==> src/design/sed_pkg.sv <==
// ----------------------------------------------------------------------------
// sed_pkg
// Shared types, character codes and helpers for the string escape decoder.
// ----------------------------------------------------------------------------
`default_nettype none

package sed_pkg;

    // character codes
    localparam logic [7:0] CH_BSLASH = 8'h5C;
    localparam logic [7:0] CH_QUOTE  = 8'h22;
    localparam logic [7:0] CH_X      = 8'h78;
    localparam logic [7:0] CH_N      = 8'h6E;
    localparam logic [7:0] CH_T      = 8'h74;
    localparam logic [7:0] CH_R      = 8'h72;
    localparam logic [7:0] CH_ZERO   = 8'h30;
    localparam logic [7:0] CH_LF     = 8'h0A;
    localparam logic [7:0] CH_TAB    = 8'h09;
    localparam logic [7:0] CH_CR     = 8'h0D;
    localparam logic [7:0] CH_NUL    = 8'h00;

    // most decoded bytes one raw byte can release
    localparam int unsigned MAX_OUT = 4;

    // escape decoding phase
    typedef enum logic [1:0] {
        PH_TEXT = 2'd0,  // plain text
        PH_ESC  = 2'd1,  // after a backslash
        PH_HEX1 = 2'd2,  // after backslash and x
        PH_HEX2 = 2'd3   // after backslash, x and one hex digit
    } t_phase;

    // result of decoding one raw byte
    typedef struct packed {
        logic [2:0]                 cnt;
        logic [MAX_OUT-1:0][7:0]    bytes;
        t_phase                     phase;
        logic [7:0]                 held;
    } t_dec;

    // hex digit value, bit 4 set when the byte is not a hex digit
    function automatic logic [4:0] hex_value(input logic [7:0] c);
        logic [4:0] v;
        v = 5'h10;
        if (c >= 8'h30 && c <= 8'h39) begin
            v = {1'b0, c[3:0]};
        end else if ((c >= 8'h61 && c <= 8'h66) || (c >= 8'h41 && c <= 8'h46)) begin
            v = {1'b0, c[3:0] + 4'd9};
        end
        return v;
    endfunction

endpackage

`default_nettype wire

==> src/design/sed_decode.sv <==
// ----------------------------------------------------------------------------
// sed_decode
// Decodes one raw byte against the current escape phase: the bytes it
// releases (zero to four) and the next phase and held digit.
// ----------------------------------------------------------------------------
`default_nettype none

module sed_decode import sed_pkg::*; (
    input  wire t_phase     i_phase,
    input  wire logic [7:0] i_held,
    input  wire logic [7:0] i_byte,
    input  wire logic       i_last,
    output t_dec            o_dec
);

    logic [4:0] w_hex;
    logic [4:0] w_held_hex;

    assign w_hex      = hex_value(i_byte);
    assign w_held_hex = hex_value(i_held);

    always_comb begin
        logic [2:0]              cnt;
        logic [MAX_OUT-1:0][7:0] bytes;
        t_phase                  phase;
        logic [7:0]              held;
        logic                    plain;

        cnt   = 3'd0;
        bytes = '0;
        phase = PH_TEXT;
        held  = i_held;
        plain = 1'b0;

        // per-phase decode, bytes appended in order
        unique case (i_phase)
            PH_TEXT: begin
                plain = 1'b1;
            end
            PH_ESC: begin
                case (i_byte)
                    CH_N: begin
                        bytes[0] = CH_LF;
                        cnt      = 3'd1;
                    end
                    CH_T: begin
                        bytes[0] = CH_TAB;
                        cnt      = 3'd1;
                    end
                    CH_R: begin
                        bytes[0] = CH_CR;
                        cnt      = 3'd1;
                    end
                    CH_BSLASH: begin
                        bytes[0] = CH_BSLASH;
                        cnt      = 3'd1;
                    end
                    CH_QUOTE: begin
                        bytes[0] = CH_QUOTE;
                        cnt      = 3'd1;
                    end
                    CH_ZERO: begin
                        bytes[0] = CH_NUL;
                        cnt      = 3'd1;
                    end
                    CH_X: begin
                        if (i_last) begin
                            bytes[0] = CH_BSLASH;
                            bytes[1] = CH_X;
                            cnt      = 3'd2;
                        end else begin
                            phase = PH_HEX1;
                        end
                    end
                    default: begin
                        // unknown escape: literal backslash, byte read again
                        bytes[0] = CH_BSLASH;
                        cnt      = 3'd1;
                        plain    = 1'b1;
                    end
                endcase
            end
            PH_HEX1: begin
                if (!w_hex[4] && !i_last) begin
                    held  = i_byte;
                    phase = PH_HEX2;
                end else begin
                    bytes[0] = CH_BSLASH;
                    bytes[1] = CH_X;
                    cnt      = 3'd2;
                    plain    = 1'b1;
                end
            end
            PH_HEX2: begin
                if (!w_hex[4]) begin
                    bytes[0] = {w_held_hex[3:0], w_hex[3:0]};
                    cnt      = 3'd1;
                end else begin
                    bytes[0] = CH_BSLASH;
                    bytes[1] = CH_X;
                    bytes[2] = i_held;
                    cnt      = 3'd3;
                    plain    = 1'b1;
                end
                held = '0;
            end
            default: begin
                plain = 1'b1;
            end
        endcase

        // byte read as plain text
        if (plain) begin
            if (i_byte == CH_BSLASH && !i_last) begin
                phase = PH_ESC;
            end else begin
                bytes[cnt[1:0]] = i_byte;
                cnt             = cnt + 3'd1;
                phase           = PH_TEXT;
            end
        end

        // end of literal returns to the reset state
        if (i_last) begin
            phase = PH_TEXT;
            held  = '0;
        end

        o_dec.cnt   = cnt;
        o_dec.bytes = bytes;
        o_dec.phase = phase;
        o_dec.held  = held;
    end

endmodule

`default_nettype wire

==> src/design/string_escape_decoder.sv <==
// ----------------------------------------------------------------------------
// string_escape_decoder
// Unescapes C-style string literal bodies, one raw byte per input beat and
// one decoded byte per output beat, with a last flag on the final byte.
// ----------------------------------------------------------------------------
// Path: the first decoded byte of an item passes through the input register
// and then the result buffer before it is offered on the output.
// Throughput: one input beat per cycle while each byte releases at most one
// decoded byte and the output is not stalled; a byte that releases more holds
// the input until the single output port drains the result buffer.
// Reset (synchronous, active low): empties both stages, plain-text phase.
`default_nettype none

module string_escape_decoder import sed_pkg::*; (
    input  wire logic       i_clk,
    input  wire logic       i_rst_n,
    // raw byte channel
    input  wire logic       i_valid,
    output logic            o_stall,
    input  wire logic [7:0] i_in_byte,
    input  wire logic       i_in_last,
    // decoded byte channel
    output logic            o_valid,
    input  wire logic       i_stall,
    output logic [7:0]      o_out_byte,
    output logic            o_out_last
);

    // input register
    logic                    r_in_valid;
    logic [7:0]              r_in_byte;
    logic                    r_in_last;

    // escape state
    t_phase                  r_phase;
    logic [7:0]              r_held;

    // result buffer
    logic [MAX_OUT-1:0][7:0] r_buf;
    logic [2:0]              r_rem;
    logic [1:0]              r_idx;
    logic                    r_last;

    t_dec                    w_dec;
    logic                    w_out_fire;
    logic                    w_buf_free;
    logic                    w_load;
    logic                    w_in_fire;

    sed_decode u_decode (
        .i_phase (r_phase),
        .i_held  (r_held),
        .i_byte  (r_in_byte),
        .i_last  (r_in_last),
        .o_dec   (w_dec)
    );

    // handshakes
    assign w_out_fire = o_valid && !i_stall;
    assign w_buf_free = (r_rem == 3'd0) || ((r_rem == 3'd1) && !i_stall);
    assign w_load     = r_in_valid && w_buf_free;
    assign o_stall    = r_in_valid && !w_buf_free;
    assign w_in_fire  = i_valid && !o_stall;

    // input register
    always_ff @(posedge i_clk) begin
        if (!i_rst_n) begin
            r_in_valid <= 1'b0;
        end else if (w_in_fire) begin
            r_in_valid <= 1'b1;
        end else if (w_load) begin
            r_in_valid <= 1'b0;
        end
    end

    always_ff @(posedge i_clk) begin
        if (w_in_fire) begin
            r_in_byte <= i_in_byte;
            r_in_last <= i_in_last;
        end
    end

    // escape state register
    always_ff @(posedge i_clk) begin
        if (!i_rst_n) begin
            r_phase <= PH_TEXT;
            r_held  <= '0;
        end else if (w_load) begin
            r_phase <= w_dec.phase;
            r_held  <= w_dec.held;
        end
    end

    // result buffer: load a decoded group, then drain one byte per beat
    always_ff @(posedge i_clk) begin
        if (!i_rst_n) begin
            r_rem <= '0;
            r_idx <= '0;
        end else if (w_load) begin
            r_rem <= w_dec.cnt;
            r_idx <= '0;
        end else if (w_out_fire) begin
            r_rem <= r_rem - 3'd1;
            r_idx <= r_idx + 2'd1;
        end
    end

    always_ff @(posedge i_clk) begin
        if (w_load) begin
            r_buf  <= w_dec.bytes;
            r_last <= r_in_last;
        end
    end

    // output beat
    assign o_valid    = (r_rem != 3'd0);
    assign o_out_byte = r_buf[r_idx];
    assign o_out_last = r_last && (r_rem == 3'd1);

    // checks
    a_rem_range: assert property (@(posedge i_clk) disable iff (!i_rst_n)
        r_rem <= 3'(MAX_OUT))
        else $error("result buffer count out of range");

    a_last_emits: assert property (@(posedge i_clk) disable iff (!i_rst_n)
        (w_load && r_in_last) |-> (w_dec.cnt != 3'd0))
        else $error("final raw byte released no decoded byte");

    a_last_resets: assert property (@(posedge i_clk) disable iff (!i_rst_n)
        (w_load && r_in_last) |=> (r_phase == PH_TEXT && r_held == 8'd0))
        else $error("escape state not cleared at end of literal");

    a_load_when_free: assert property (@(posedge i_clk) disable iff (!i_rst_n)
        (o_valid && !w_out_fire) |-> !w_load)
        else $error("result buffer overwritten while a beat waits");

endmodule

`default_nettype wire
==> config.mk <==
export PLATFORM = sky130hd
export DESIGN_NAME = string_escape_decoder
export DESIGN_NICKNAME = d
export VERILOG_FILES = /design/src/design/sed_pkg.sv /design/src/design/sed_decode.sv /design/src/design/string_escape_decoder.sv
export SDC_FILE = /design/constraint.sdc
export NUM_CORES = 1
export LEC_CHECK = 0
export BUFFER_PORTS_ARGS = -buffer_cell sky130_fd_sc_hd__buf_2
export CELL_PAD_IN_SITES_DETAIL_PLACEMENT = 0
export CELL_PAD_IN_SITES_GLOBAL_PLACEMENT = 2
export CORE_MARGIN = 2
export CORE_UTILIZATION = 40
export DETAILED_ROUTE_END_ITERATION = 12
export GPL_TIMING_DRIVEN = 0
export PLACE_DENSITY_LB_ADDON = 0.1
export SLEW_MARGIN = 25
export SYNTH_ARGS = -nofsm -noshare
export SYNTH_HDL_FRONTEND = slang
export SYNTH_SLANG_ARGS = --single-unit
==> constraint.sdc <==
create_clock -name i_clk -period 3.7 [get_ports i_clk]
set_clock_uncertainty 0.2 [all_clocks]
set_input_delay 0.185 -clock i_clk [delete_from_list [all_inputs] [get_ports i_clk]]
set_output_delay 0.185 -clock i_clk [all_outputs]
set_load 0.02 [all_outputs]
==> results.yml <==
worst_hold_path:
  min_to: "r_rem[2]"
  hold_depth: 4
  hold_class: "in2reg"
  hold_path_startpoint: "i_stall"
clock_tree:
  htreeDepth: 3
  clock_sinks: 58
  cts_tree: "yes"
  clock_latency_ns: 0.34
  cts-buffers-inserted: 9
  clockBufferDepth: 2
  cts.reportedPaths.clkPinSlew_ns: 0.07
  cts_root_buf: "clkbuf_8"
sta:
  fin_crit_ns: 3.44
  worstMarginPinSlew_ns: 0.847
  period_share: 0.931
  finalHoldViolations: 0
  max_freq_mhz: 290
  finalSetupTns_ns: 0
  max_slew_margin: 0.434
  final-max-slew-violation-count: 0
  whs_ns: 0.0966
  setup_viol: 0
  fin_ws_ns: 0.257
finish:
  num-fill-cells: 797
  area_growth_pct: 18.9
  final_cells: 502
  final_layout_size_suffix_gt1_frac: 0.184
  diodes: 0
  final_core_util: 0.498
  final_area_mm2: 0.00413
  layout.nets: 424
flow_run:
  maxCapViolCount: 0
die:
  die_y_um: 97.2
  floorplan.rows: 33
  start_util: 0.419
  num_io_pins: 24
  die_x_um: 97.2
  dieArea_mm2: 0.00944
  core_area_mm2: 0.00830
routing:
  drt-pass1-iter-count: 4
  ant_nets: 0
  via_per_inst: 5.35
  dr.first_iter.drc_count: 156
  num_vias: 2684
  totalWireLength_um: 8680
  wl_per_cell_um: 17.3
  drc: 0
setup_path:
  worstRegToRegCells: 15
  crit_path_max_fanout: 10
  slowest_delay_ns: 0.51
  cp-start-kind: "flop"
  arrival_ns: 3.36
  rr_startpoint: "r_in_byte[0]"
  worstPathRequired_ns: 3.62
  ff2ff_setup_slack_ns: 0.26
  slowest_stage: "edfxtp_1"
  crit_path_end_kind: "flop"
  r2r-end: "r_buf[6]"
  cp-startpoint: "r_in_byte[0]"
  worstPathCellList: "inv_2 -> ha_2 -> o21bai_1 -> a2111o_1 -> a31oi_1 -> or2_1 -> buf_4 -> a21oi_2 -> inv_1 -> ha_1 -> nand2_1 -> a21oi_4 -> buf_6 -> nand2_1 -> o31ai_1"
  path_common_cell: "nand2_1"
  worstSetupPathType: "reg2reg"
global_route:
  grt-ovfl-total: 0
  antenna_found_initial: 0
  grt_pass1_wl_um: 13800
  grt_pass1_vias: 2574
  grtUsageTotal: 0.188
  grt_max_degree: 38
status:
  outcome: "completed"
logic_synthesis:
  synth.distinct_cells: 55
  syn-num-nets: 373
  synth_area_mm2: 0.00347
  synth_seq_cells: 58
  synth-edff-count: 42
  async_flop_share: 0
  ys_seq_area_frac: 0.455
  synthTopCellsByCount: "edfxtp_1 (42), nand2_1 (42), inv_1 (23)"
  synthCells: 341
  synth_warnings: 0
  synth_area_per_cell_um2: 10.2
  yosys-top-cells-area: "edfxtp_1 (36%), dfxtp_1 (9.2%), ha_1 (6.8%), mux4_2 (5.2%), nand2_1 (4.5%)"
  yosysTopAreaCellShare: 0.363
  yosysTopAreaCell: "edfxtp_1"
  ys.flop_type: "edfxtp_1"
placement:
  dp_slack_ns: -0.0841
  dp_hpwl_um: 6270
  io_buffers: 23
  dp.cells: 469
  gp_congestion: 0.853
  dpl-instance-area_mm2: 0.00372
pwr:
  vdd_drop_max_v: 0.000240
  p_leak_nw: 1.57
  power_per_cell_area_mw_per_mm2: 521
  p_total_mw: 2.15
## critical path, delay by kind of cell, from the launching register on
kind	cells	cell delay [ns]
AOI/OAI and AO/OA	6	1.25
DFF	1	0.51
buffers and inverters	4	0.60
and+or+nand+nor	3	0.27
adders and majority gates	2	0.39
## how the worst max path moves through the flow
stage	to	slack [ns]	cells after the start
after global routing	r_buf[7]	-0.006	15
after CTS	r_buf[6]	0.01	15
final	r_buf[6]	0.26	15
after detailed placement	r_buf[25]	-0.08	11
after global placement	r_buf[6]	-0.09	15
after floorplan	r_buf[0]	0.54	14
## per-layer routing
metal | vias to the layer above | global-route usage | share of wire
li1 | 1347 | - | -
met1 | 1265 | 0.276 | 0.51
met2 | 60 | 0.283 | 0.44
met3 | 12 | 0.0266 | 0.031
met4 | 0 | 0.0672 | 0.018
met5 | - | 0 | 0
## area by class of cell
cell class / count / area, µm² / area share
Tap cell: 105 / 131 / 0.0318
Clock buffer: 11 / 131 / 0.0318
Timing Repair Buffer: 40 / 270 / 0.0654
Multi-Input combinational cell: 244 / 1740 / 0.422
Sequential cell: 58 / 1580 / 0.383
Clock inverter: 5 / 103 / 0.0248
Buffer: 16 / 83.8 / 0.0203
Inverter: 23 / 86.3 / 0.0209
## layout by cell type (no fill, tap or decap), types with 3 or more instances in the layout
cell / instances
clkbuf_1: 10
clkbuf_8: 9
mux2i_1: 10
xnor2_1: 5
o21ai_0: 8
a31oi_1: 6
nor3_1: 6
dlygate4sd3_1: 11
nor2_1: 19
bufinv_16: 3
nand2b_1: 7
ha_1: 18
a21oi_2: 3
buf_2: 27
a22oi_1: 3
nand3_1: 18
a21oi_1: 16
buf_4: 7
edfxtp_1: 42
nand2_1: 42
mux4_2: 8
and2_1: 11
nor2b_1: 5
nor4_1: 4
dfxtp_1: 16
o31ai_1: 10
inv_1: 21
o21ai_1: 5
## cell families after synthesis
| logic type | count (synthesis) | synth area share |
|---|---|---|
| fa+ha+maj | 19 | 0.0684 |
| buf+inv | 39 | 0.0490 |
| compound gates | 72 | 0.143 |
| mux | 18 | 0.0807 |
| xor+xnor | 7 | 0.0177 |
| simple gates | 128 | 0.186 |
| flops | 58 | 0.455 |
## power breakdown
part | switching (mW) | total, mW | internal [mW]
combinational | 0.348 | 0.572 | 0.224
clock | 0.257 | 0.704 | 0.447
sequential | 0.0501 | 0.876 | 0.826
## state kept, by name, summed over array words and instances (netlist names)
| name | flops |
|---|---|
| r_last | 1 |
| r_rem | 3 |
| r_phase | 2 |
| r_idx | 2 |
| r_in_valid | 1 |
| r_held | 8 |
| r_in_byte | 8 |
| r_in_last | 1 |
| r_buf | 32 |
## timing repair
action                                  in CTS  in global routing
hold endpoints to repair                    15                  0
pin swaps                                    0                  1
hold buffers                                11                  0
endpoints found under the setup margin      16                 12
resized for setup                            3                  3
buffers inserted                             0                  6
Note: power is estimated with default switching activity, not from simulation.
